===== src/sv/rav_pkg.sv =====
// ----------------------------------------------------------------------------
// rav_pkg
// Types and constants shared by the rank-by-value cell chain.
// ----------------------------------------------------------------------------
`default_nettype none

package rav_pkg;

  localparam int VALUE_W = 32;
  localparam int RANK_W  = 6;

  typedef enum logic [1:0] {
    ST_LOAD,
    ST_SETTLE,
    ST_DRAIN
  } state_t;

  // An item moving down the chain looking for its slot.
  typedef struct packed {
    logic                      vld;
    logic signed [VALUE_W-1:0] value;
    logic        [RANK_W-1:0]  cnt;
  } travel_t;

  // Per-cell occupancy and rank, shifted toward cell zero when draining.
  typedef struct packed {
    logic              vld;
    logic [RANK_W-1:0] rank;
  } held_t;

endpackage

`default_nettype wire


===== src/sv/rav_cell.sv =====
// ----------------------------------------------------------------------------
// rav_cell
// One slot of the ranking chain: holds a value and its running rank.
// ----------------------------------------------------------------------------
`default_nettype none

module rav_cell (
  input  wire logic             clk,
  input  wire logic             rst_n,
  input  wire rav_pkg::travel_t trav_i,
  output rav_pkg::travel_t      trav_o,
  input  wire logic             shift_en,
  input  wire rav_pkg::held_t   held_i,
  output rav_pkg::held_t        held_o
);
  import rav_pkg::*;

  held_t                     held_r;
  held_t                     held_nxt;
  travel_t                   trav_r;
  travel_t                   trav_nxt;
  logic signed [VALUE_W-1:0] value_r;
  logic signed [VALUE_W-1:0] value_nxt;
  logic                      le;

  always_comb begin
    le        = held_r.vld && (value_r <= trav_i.value);
    held_nxt  = held_r;
    value_nxt = value_r;
    trav_nxt  = '0;
    if (shift_en) begin
      held_nxt = held_i;
    end else if (trav_i.vld) begin
      if (held_r.vld) begin
        if (!le) begin
          held_nxt.rank = held_r.rank + RANK_W'(1);
        end
        trav_nxt.vld   = 1'b1;
        trav_nxt.value = trav_i.value;
        trav_nxt.cnt   = trav_i.cnt + RANK_W'(le);
      end else begin
        held_nxt.vld  = 1'b1;
        held_nxt.rank = trav_i.cnt;
        value_nxt     = trav_i.value;
      end
    end
  end

  always_ff @(posedge clk) begin
    if (!rst_n) begin
      held_r.vld <= 1'b0;
      trav_r.vld <= 1'b0;
    end else begin
      held_r.vld <= held_nxt.vld;
      trav_r.vld <= trav_nxt.vld;
    end
    held_r.rank  <= held_nxt.rank;
    trav_r.value <= trav_nxt.value;
    trav_r.cnt   <= trav_nxt.cnt;
    value_r      <= value_nxt;
  end

  assign trav_o = trav_r;
  assign held_o = held_r;

endmodule

`default_nettype wire


===== config.mk =====
export PLATFORM = sky130hd
export DESIGN_NAME = rav_cell
export DESIGN_NICKNAME = d
export VERILOG_FILES = /design/src/sv/rav_pkg.sv /design/src/sv/rav_cell.sv
export SDC_FILE = /design/constraint.sdc
export NUM_CORES = 1
export LEC_CHECK = 0
export ABC_AREA = 0
export ABC_CLOCK_PERIOD_IN_PS = 11100
export BUFFER_PORTS_ARGS = -buffer_cell sky130_fd_sc_hd__buf_4
export CAP_MARGIN = 20
export CORE_MARGIN = 2
export CORE_UTILIZATION = 47
export DETAILED_ROUTE_END_ITERATION = 10
export PLACE_DENSITY = 0.73
export SYNTH_ARGS = -nofsm -noshare
export SYNTH_HDL_FRONTEND = slang
export SYNTH_SLANG_ARGS = --single-unit

===== constraint.sdc =====
create_clock -name clk -period 11.1 [get_ports clk]
set_input_delay 2.22 -clock clk [delete_from_list [all_inputs] [get_ports clk]]
set_output_delay 2.22 -clock clk [all_outputs]
set_load 0.03 [all_outputs]

==> Yosys cells after proc, flatten, opt, wreduce, memory -nomap -nowiden <==
Index checks and enable logic that the tools add are counted.
{ "totals": {"elab_cells": 25, "regBits": 78, "in_bits": 49, "out_inout_bits": 46} }
{ "classes": {"bitwise_logic": 4, "add_sub_neg": 2, "reduce_logical": 6, "order_cmp": 1, "eq_ne": 1, "mux": 5} }
{ "op_table": {"columns": ["cell", "count"], "rows": [
  ["$mux W39", 1],
  ["$le A32 B32 Y1", 1],
  ["$mux W7", 2],
  ["$mux W6", 2],
  ["$add A6 B1 Y6", 1],
  ["$add A6 B1 Y6 const B", 1],
  ["$reduce_or A3 Y1", 2],
  ["$not A1 Y1", 4],
  ["$ne A3 B3 Y1 const B", 1],
  ["$reduce_and A3 Y1", 1],
  ["$reduce_and A2 Y1", 1],
  ["$reduce_bool A2 Y1", 1],
  ["$logic_and A1 B1 Y1", 1]
]} }

==> Logic depth before layout (Yosys ltp) <==
Gate-level depths: netlist (run 1).
{ "logic_depth": {"word_depth": 6, "mapped_depth": 13, "ltp_nobuf": 13} }

==> Least setup slack after synthesis (run 1) <==
Ideal clock, no wire load.
{ "synth_path": {"path_kind": "in2reg", "start": "input shift_en", "end": "register value_r[0], enable pin", "path_buffers": 1, "t_arrival_ps": 4671, "required_time_ps": 10639, "path_stages": 2, "path_slack_ps": 5968, "setup_time_ps": 461, "cell_sequence": "clkbuf_1 -> nor3_1"} }
{ "synth_via": {"elab_chain_cells": 2} }
{ "synth_rtl": {"columns": ["item", "line", "text"], "rows": [
  ["start, declared", "rav_cell.sv:12", "input wire logic shift_en,"],
  ["$not A1 Y1 (no source line)", null, null],
  ["$reduce_and A3 Y1 (no source line)", null, null],
  ["end signal, assigned", "rav_cell.sv:60", "value_r <= value_nxt;"],
  ["end, declared", "rav_cell.sv:22", "logic signed [VALUE_W-1:0] value_r;"]
]} }
No other way between the ends.
A chain may end at the register's enable or synchronous reset.

==> Worst setup path after layout (run 1) <==
{ "layout_path": {"start": "input trav_i[33] in the netlist's numbering", "end": "register trav_r (netlist bit trav_o[4])"} }
{ "layout_via": {"elab_chain_cells": 3} }
{ "layout_rtl": {"columns": ["item", "line", "text"], "rows": [
  ["start, declared", "rav_cell.sv:10", "input wire rav_pkg::travel_t trav_i,"],
  ["$le A32 B32 Y1", "rav_cell.sv:27", "le = held_r.vld && (value_r <= trav_i.value);"],
  ["$logic_and A1 B1 Y1", "rav_cell.sv:27", null],
  ["$add A6 B1 Y6", "rav_cell.sv:40", "trav_nxt.cnt = trav_i.cnt + RANK_W'(le);"],
  ["end, declared", "rav_cell.sv:20", "travel_t trav_r;"]
]} }
No other way between the ends.

==> results.cfg, run 1 <==
[clock_tree]
clkSinkCount = 78
clk_path_buf_depth = 2
cts_hold_buf = 0
clock_latency_ns = 0.34
tritoncts = built
cts_setup_buffers = 0
cts_buffers = 9
clk_pin_slew_worst_paths_ns = 0.07
ctsRootBufferMaster = clkbuf_8
cts_max_level = 3
cts_resized = 0

[synth]
synth_fa_ha_area_share_pct = 13.3
synth_edf_count = 38
post_synth_xor_area_fraction_pct = 2.13
avgSynthCellArea_um2 = 11.2
syn_nets = 376
synth_area_um2 = 3280
synth_area_leaders = edfxtp_1 (35%), dfxtp_1 (24%), ha_1 (13%), nor2_1 (4.8%), inv_1 (4.3%)
synth_top_family_by_area = adder cells
synthArstFlopShare_pct = 0
yosysUniqueCellTypes = 34
syn-instance-count = 292
synth.area.mux_share_pct = 0.305
synth_warnings = 0
yosysTopAreaCellShare_pct = 34.8
ys_ff_latch = 78
synth_compound_area_share_pct = 7.70
yosysTopAreaCell = edfxtp_1
yosys.area_share.simple_pct = 12.3
synth_flop_cell = dfxtp_1
synth-seq-area-share_pct = 59.2

[worst_setup_path]
cp_cell_sequence = buf_4 > inv_1 > ha_1 > nand4_1 > nor4_4 > o311a_1 > a211oi_1 > o31a_1 > ha_1 > ha_1 > nand3_1 > xor2_1 > nor2_1
arrival_ns = 4.52
slowest_stage = nor4_4
cp_data_required_time_ns = 11.31
start_kind = input pin
path_common_cell = ha_1
worstPathMaxFanout = 3
cp-end-kind = flop
criticalPathCategory = input pin to flop
critPathMaxStageDelay_ns = 0.36

[timing]
finalHoldViolCount = 0
skew_ns = 0.0110
fin_tns_setup_ns = 0
fin_crit_sh_pct = 38.8
period_needed_ns = 4.31
setup_viol = 0
slew_headroom_pct = 54.4
maxSlewViolCount = 0
rsz0062_at_grt = no
fmax_mhz = 232
max_slew.worst_pin.slew_ns = 0.676

[grt]
grt_max_degree = 33
grt_overflow = 0
antenna_found_initial = 0
grt_pass1_wl_mm = 10.9
grt_use_total_pct = 18.6
first_global_vias = 2351

[cells_and_area]
layout-drive-gt1-share_pct = 28.9
nets = 477
area_growth_pct = 30.9
antenna_cells = 0
fin_cells = 494

[die]
placementRows = 30
fp.dieW_um = 87.6
start_util_pct = 48.3
io_pins = 95
core_area_um2 = 6790
die_y_um = 87.6
dieArea_um2 = 7670

[route]
met2_length_mm = 3.15
wl_met3_um = 409
wire_per_inst_um = 13.6
highest_layer = met4
wl_mm = 6.71
viasPerCell = 4.76
drtAntennaViolNets = 0
drc = 0
drtIter0Drc = 51
dr.pass1.iters = 4
wl_met1_mm = 3.02
num_vias = 2349

[placement]
io_buffers = 94
hpwl_mm = 5.11
place_congestion = 0.856
dpl.cell_count = 478

[pwr]
powerDensity_nw_per_um2 = 141
leakage_uw = 0.00203
switching_power_uw = 148
swShare_pct = 24.4
clockPowerShare_pct = 33.8
power.internal_uw = 459
combPwrFrac_pct = 13.4
ir_drop_mv = 0.0880
power_frac_seq_pct = 52.7

[run]
cap_violations = 0

[outcome]
outcome = completed

[hold_path]
min_path_type = flop to flop
layer usage:
metal	track usage [%]	up-vias
met3	4.15	13
met4	8.11	0
met2	30.6	72
met1	23.6	1066
li1	-	1198
met5	0	-
sequential cells by signal (all words and copies together), names as in the netlist:
name / flops
trav_o: 39
held_o: 7
value_r: 32
Yosys cell counts (2+ instances only):
master,count
dfxtp_1,40
ha_1,35
and2_1,4
nand4_1,7
nand3_1,7
nor3_1,4
a21oi_1,16
nor2_1,42
a21o_1,3
clkbuf_1,6
edfxtp_1,38
a31oi_1,2
inv_1,38
xnor2_1,4
xor2_1,4
nand2_1,14
o21ai_1,3
o21ai_0,9
final timing paths:
check / start / to / slack (ns) / cells after the start
max: trav_i[33] / trav_o[4] / 6.79 / 13
min: held_o[0] / held_o[0] / 0.82 / 3
max reg2reg: value_r[27] / trav_o[4] / 8.40 / 11
min reg2reg: held_o[0] / held_o[0] / 0.82 / 3
cell type report:
cell class                 instances  area (µm²)
fill                             573        2500
sequential                        78        1940
multi-input combinational        170        1180
timing repair buffer              96         721
clock buffer                      12         145
inverter                          38         143
tap                               96         120
clock inverter                     4        45.0
worst max-delay path, delay by kind of cell:
family                   cells  cell delay (ns)
buffers and inverters        2             0.12
XOR/XNOR                     1             0.15
AO/OA/AOI/OAI                3             0.60
AND/OR/NAND/NOR              4             0.70
adder cells (fa/ha/maj)      3             0.73
per-stage QoR:
| stage | setup slack [ns] | utilization (%) | instance area [µm²] | hold WS [ns] | total power, µW |
|---|---|---|---|---|---|
| after floorplan | 5.97 | - | 3280 | 0.879 | 372 |
| after global placement | 6.53 | 60.4 | 4110 | 0.791 | 406 |
| after detailed placement | 6.42 | 60.4 | 4110 | 0.819 | 408 |
| after CTS | 6.78 | 63.2 | 4300 | 0.828 | 611 |
| after global routing | 6.59 | 63.2 | 4300 | 0.885 | 633 |
| final | 6.79 | 63.2 | 4300 | 0.815 | 607 |
power groups by stage:
| stage | registers (µW) | logic, µW | clock network, µW |
|---|---|---|---|
| floorplan | 338 | 34.5 | 0 |
| global placement | 326 | 80.1 | 0 |
| detailed placement | 326 | 81.9 | 0 |
| CTS | 320 | 82.5 | 209 |
| global route | 321 | 91.1 | 220 |
| finish | 320 | 81.6 | 205 |
cells in the final DEF, fill, tap and decap left out, types with 2 or more instances in the layout:
cell / netlist / routed
a21o_1: 3 / 3
a21oi_1: 16 / 16
a31oi_1: 2 / 2
and2_1: 4 / 4
buf_4: 0 / 96
clkbuf_1: 6 / 2
clkbuf_8: 0 / 10
dfxtp_1: 40 / 40
edfxtp_1: 38 / 38
ha_1: 35 / 35
inv_1: 38 / 38
nand2_1: 14 / 14
nand3_1: 7 / 7
nand4_1: 7 / 7
nor2_1: 42 / 42
nor3_1: 4 / 3
o21ai_0: 9 / 9
o21ai_1: 3 / 3
xnor2_1: 4 / 4
xor2_1: 4 / 4
cells by family after synthesis:
| family | Yosys count |
|---|---|
| flops | 78 |
| simple gates | 85 |
| compound gates | 41 |
| xor+xnor | 8 |
| fa+ha+maj | 35 |
| mux | 1 |
| buf+inv | 44 |
Note: power is estimated with default switching activity, not from simulation.
==> run 2, diff against run 1 <==
--- a/config.mk
+++ b/config.mk
@@ -6,13 +6,13 @@
 export NUM_CORES = 1
 export LEC_CHECK = 0
 export ABC_AREA = 0
-export ABC_CLOCK_PERIOD_IN_PS = 11100
+export ABC_CLOCK_PERIOD_IN_PS = 3850
 export BUFFER_PORTS_ARGS = -buffer_cell sky130_fd_sc_hd__buf_4
 export CAP_MARGIN = 20
 export CORE_MARGIN = 2
-export CORE_UTILIZATION = 47
+export CORE_UTILIZATION = 46
 export DETAILED_ROUTE_END_ITERATION = 10
-export PLACE_DENSITY = 0.73
+export PLACE_DENSITY = 0.75
 export SYNTH_ARGS = -nofsm -noshare
 export SYNTH_HDL_FRONTEND = slang
 export SYNTH_SLANG_ARGS = --single-unit
==> constraint.sdc (replaced) <==
create_clock -name clk -period 3.85 [get_ports clk]
set_input_delay 0.77 -clock clk [delete_from_list [all_inputs] [get_ports clk]]
set_output_delay 0.77 -clock clk [all_outputs]
set_load 0.03 [all_outputs]
==> results.cfg, run 2 (synthesized netlist as in run 1, its figures left out) <==
[placement]
placed_cell_area_um2 = 4110
hpwl_mm = 5.24
io_buffers = 94
place_congestion = 0.871

[route]
drtIter0Drc = 89
met2_length_mm = 3.35
wl_mm = 6.95
viasPerCell = 4.86
wl_met1_mm = 3.06
num_vias = 2399
drtAntennaViolNets = 0
wire_per_inst_um = 14.1
wl_met3_um = 410
highest_layer = met4
dr.pass1.iters = 4
drc = 0

[cells_and_area]
final_cell_mix = buf_4 (97), nor2_1 (42), dfxtp_1 (40)
largest_reg_flops = 39
nets = 478
final_cell_area_um2 = 4320
area_growth_pct = 31.5
layout-drive-gt1-share_pct = 29.4
final_common_cell = buf_4
antenna_cells = 0
final_core_util_pct = 63.2

[clock_tree]
ctsRootBufferMaster = clkbuf_8
cts_hold_buf = 0
cts_max_level = 3
cts_resized = 0
clkSinkCount = 78
clk_path_buf_depth = 2
clock_latency_ns = 0.34
tritoncts = built
clk_pin_slew_worst_paths_ns = 0.08
cts_setup_buffers = 0
cts_buffers = 9

[worst_setup_path]
cp_cell_sequence = buf_4 > inv_1 > ha_1 > nand4_2 > inv_1 > a221oi_1 > nand4_1 > a211oi_1 > o31a_1 > ha_1 > ha_1 > nand3_1 > xor2_1 > nor2_1
slowest_stage = a211oi_1
arrival_ns = 3.16
worstPathMaxFanout = 4
criticalPathCategory = input pin to flop
cp_data_required_time_ns = 4.07
path_common_cell = ha_1
start_kind = input pin
critPathTopFamily = compound AO/OA/AOI/OAI gates
cp-end-kind = flop
critPathMaxStageDelay_ns = 0.38
critPathBufInv = 3

[die]
io_pins = 95
fp.dieW_um = 88.5
start_util_pct = 48.0
dieArea_um2 = 7830
placementRows = 30
die_y_um = 88.5
core_area_um2 = 6830

[pwr]
clockPowerShare_pct = 35.4
powerDensity_nw_per_um2 = 416
switching_power_uw = 428
power.internal_uw = 1370
finalPower_uw = 1800
ir_drop_mv = 0.206
power_frac_seq_pct = 51.4
swShare_pct = 23.8
combPwrFrac_pct = 13.2
leakage_uw = 0.00204

[timing]
worst_hold_slack_ns = 0.612
fmax_mhz = 340
period_needed_ns = 2.94
fin_crit_sh_pct = 76.4
maxSlewViolCount = 0
skew_ns = 0.0105
fin_tns_setup_ns = 0
finalHoldViolCount = 0
setup_viol = 0
rsz0062_at_grt = no
slew_headroom_pct = 55.1
max_slew.worst_pin.slew_ns = 0.666

[grt]
antenna_found_initial = 0
grt_pass1_wl_mm = 10.9
grt_overflow = 0
grt_use_total_pct = 18.5
first_global_vias = 2366
grt_max_degree = 29

[hold_path]
min_path_type = input pin to flop

[run]
cap_violations = 0

[outcome]
outcome = completed
-- run 2: final cells by class --
class | count | area [µm²]
clock buffer | 10 | 128
clock inverter | 5 | 75.1
fill | 589 | 2520
inverter | 38 | 143
multi-input combinational | 170 | 1180
sequential | 78 | 1940
tap | 96 | 120
timing repair buffer | 97 | 728
-- run 2: stage by stage --
stage	std cells	setup slack, ns
final	494	0.908
after global routing	494	0.768
after CTS	494	0.906
after detailed placement	479	0.570
after global placement	479	0.707
after floorplan	292	0.168
-- run 2: power by group through the flow --
stage	Sequential (µW)	Clock, µW	Combinational (µW)
detailed placement	941	0	237
floorplan	974	0	99.5
CTS	923	650	239
global route	926	682	264
finish	923	636	236
global placement	940	0	232
-- run 2: per-layer routing --
metal	vias to the layer above	GRT usage [%]
li1	1203	-
met1	1103	22.8
met3	10	3.92
met5	-	0
met4	0	9.09
met2	83	31.0
-- run 2: final timing paths --
path / slack, ns / depth (start not counted) / end / startpoint
min: 0.61 / 1 / value_r[9] / trav_i[15]
min reg2reg: 0.79 / 2 / trav_o[11] / held_o[6]
max: 0.91 / 14 / trav_o[4] / trav_i[35]
max reg2reg: 1.08 / 12 / trav_o[4] / value_r[29]
==> run 3, diff against run 2 <==
--- a/config.mk
+++ b/config.mk
@@ -6,7 +6,7 @@
 export NUM_CORES = 1
 export LEC_CHECK = 0
 export ABC_AREA = 0
-export ABC_CLOCK_PERIOD_IN_PS = 3850
+export ABC_CLOCK_PERIOD_IN_PS = 2400
 export BUFFER_PORTS_ARGS = -buffer_cell sky130_fd_sc_hd__buf_4
 export CAP_MARGIN = 20
 export CORE_MARGIN = 2
==> constraint.sdc (replaced) <==
create_clock -name clk -period 2.4 [get_ports clk]
set_input_delay 0.48 -clock clk [delete_from_list [all_inputs] [get_ports clk]]
set_output_delay 0.48 -clock clk [all_outputs]
set_load 0.03 [all_outputs]
==> results.cfg, run 3 (synthesized netlist as in run 1, its figures left out) <==
[cells_and_area]
antenna_cells = 0
final_cell_mix = buf_4 (129), nor2_1 (41), dfxtp_1 (40)
largest_reg_flops = 39
final_common_cell = buf_4
fillers = 535
nets = 511
area_growth_pct = 44.9
fin_cells = 528
multiInputGateArea_um2 = 1370
layout-drive-gt1-share_pct = 40.3
seqCellArea_um2 = 1940

[route]
wl_mm = 7.09
dr.pass1.iters = 6
wire_per_inst_um = 13.4
viasPerCell = 4.82
num_vias = 2546
drc = 0
drtIter0Drc = 58
drtAntennaViolNets = 0

[timing]
maxSlewViolCount = 0
fin_crit_sh_pct = 105
fmax_mhz = 396
setup_ws_ns = -0.125
setup_viol = 5
max_slew.worst_pin.slew_ns = 0.400
period_needed_ns = 2.52
rsz0062_at_grt = yes
fin_tns_setup_ns = -0.326
finalHoldViolCount = 0
skew_ns = 0.00971
slew_headroom_pct = 73.3

[worst_setup_path]
cp-end-kind = flop
start_kind = flop
critPathMaxStageDelay_ns = 0.37
critPathTopFamily = compound AO/OA/AOI/OAI gates
criticalPathCategory = flop to flop
crit-reg2reg-capture = trav_o[5]
slowest_stage = edfxtp_1
worst-r2r-setup-slack_ns = -0.12
worstPathMaxFanout = 4
critPathBufInv = 1
startpoint = value_r[30]
arrival_ns = 2.76
rr_worst_depth = 12
path_depth = 12
cp_cell_sequence = ha_1 > nand4_4 > inv_1 > a221oi_1 > nand4_1 > a211oi_2 > o31a_1 > ha_2 > nand3_1 > nor2_2 > xnor2_1 > nor2_1
cp_data_required_time_ns = 2.64
r2r_start = value_r[30]
endpoint = trav_o[5]

[outcome]
violations = setup timing
outcome = complete, but fails checks

[die]
dieArea_um2 = 7830
placementRows = 30
core_area_um2 = 6830
io_pins = 95
die_y_um = 88.5
start_util_pct = 48.0
fp.dieW_um = 88.5

[grt]
first_global_vias = 2468
grt_pass1_wl_mm = 11.2
grt_overflow = 0
grt_max_degree = 25
grt_use_total_pct = 19.0
antenna_found_initial = 0

[run]
cap_violations = 0

[pwr]
powerDensity_nw_per_um2 = 609
leakage_uw = 0.00219
ir_drop_mv = 0.339

[placement]
dpl.cell_count = 510
place_congestion = 0.772
io_buffers = 94
hpwl_mm = 5.33

[clock_tree]
tritoncts = built
clkSinkCount = 78
cts_max_level = 3
clk_path_buf_depth = 2
cts_buffers = 9
ctsRootBufferMaster = clkbuf_8
clk_pin_slew_worst_paths_ns = 0.08
clock_latency_ns = 0.35

[hold_path]
min_path_type = input pin to flop
[run 3: layout make-up]
| cell class | count | area share (%) |
|---|---|---|
| flip-flops and latches | 78 | 40.8 |
| multi-input cells | 170 | 28.7 |
| repair buffers | 130 | 20.6 |
| inverters | 38 | 3.31 |
| clock buffers | 11 | 2.97 |
| well taps | 96 | 2.52 |
| clock inverters | 5 | 1.03 |
[run 3: worst register-to-register path, cell delays in order, from the launching register on]
cell	delay (ns)
edfxtp_1	0.37
ha_1	0.34
nand4_4	0.16
inv_1	0.06
a221oi_1	0.31
nand4_1	0.17
a211oi_2	0.21
o31a_1	0.16
ha_2	0.21
nand3_1	0.12
nor2_2	0.14
xnor2_1	0.12
nor2_1	0.05
[run 3: metrics by stage]
stage / cell area [µm²] / hold WS, ns / power [µW] / setup WS (ns) / util (%)
3_5_place_dp: 4470 / 0.669 / 1950 / -0.413 / 65.4
4_1_cts: 4690 / 0.297 / 2910 / -0.119 / 68.7
2_1_floorplan: 3400 / 0.579 / 1730 / -0.0708 / -
5_1_grt: 4760 / 0.289 / 3030 / -0.232 / 69.6
3_3_place_gp: 4470 / 0.668 / 1930 / -0.363 / 65.4
6_report: 4760 / 0.310 / 2900 / -0.125 / 69.6
[run 3: worst min path at each step]
stage | startpoint | endpoint | slack [ns] | cells after the start
2_1_floorplan | trav_i[6] | value_r[0] | 0.58 | 0
3_3_place_gp | trav_i[28] | value_r[22] | 0.67 | 1
3_5_place_dp | trav_i[21] | value_r[15] | 0.67 | 1
4_1_cts | trav_i[21] | value_r[15] | 0.30 | 1
5_1_grt | trav_i[21] | value_r[15] | 0.29 | 1
6_report | trav_i[21] | value_r[15] | 0.31 | 1
[run 3: per-layer routing]
metal,global-route usage [%],part of all wire (%),up-vias
li1,-,-,1276
met1,22.2,42,1188
met2,32.3,50,74
met3,6.72,7.5,8
met4,6.61,1.2,0
met5,0,0,-
[run 3: report_power, final]
part	internal [µW]	total, µW	switching, µW
clock	501	964	464
combinational	216	450	235
sequential	1450	1480	30.1
[run 3: what timing repair did]
item / in CTS / in global routing
pin swaps: 8 / 2
endpoints found under the setup margin: 11 / 12
gates resized for setup: 4 / 6
setup buffers: 1 / 1
hold buffers: 0 / 0
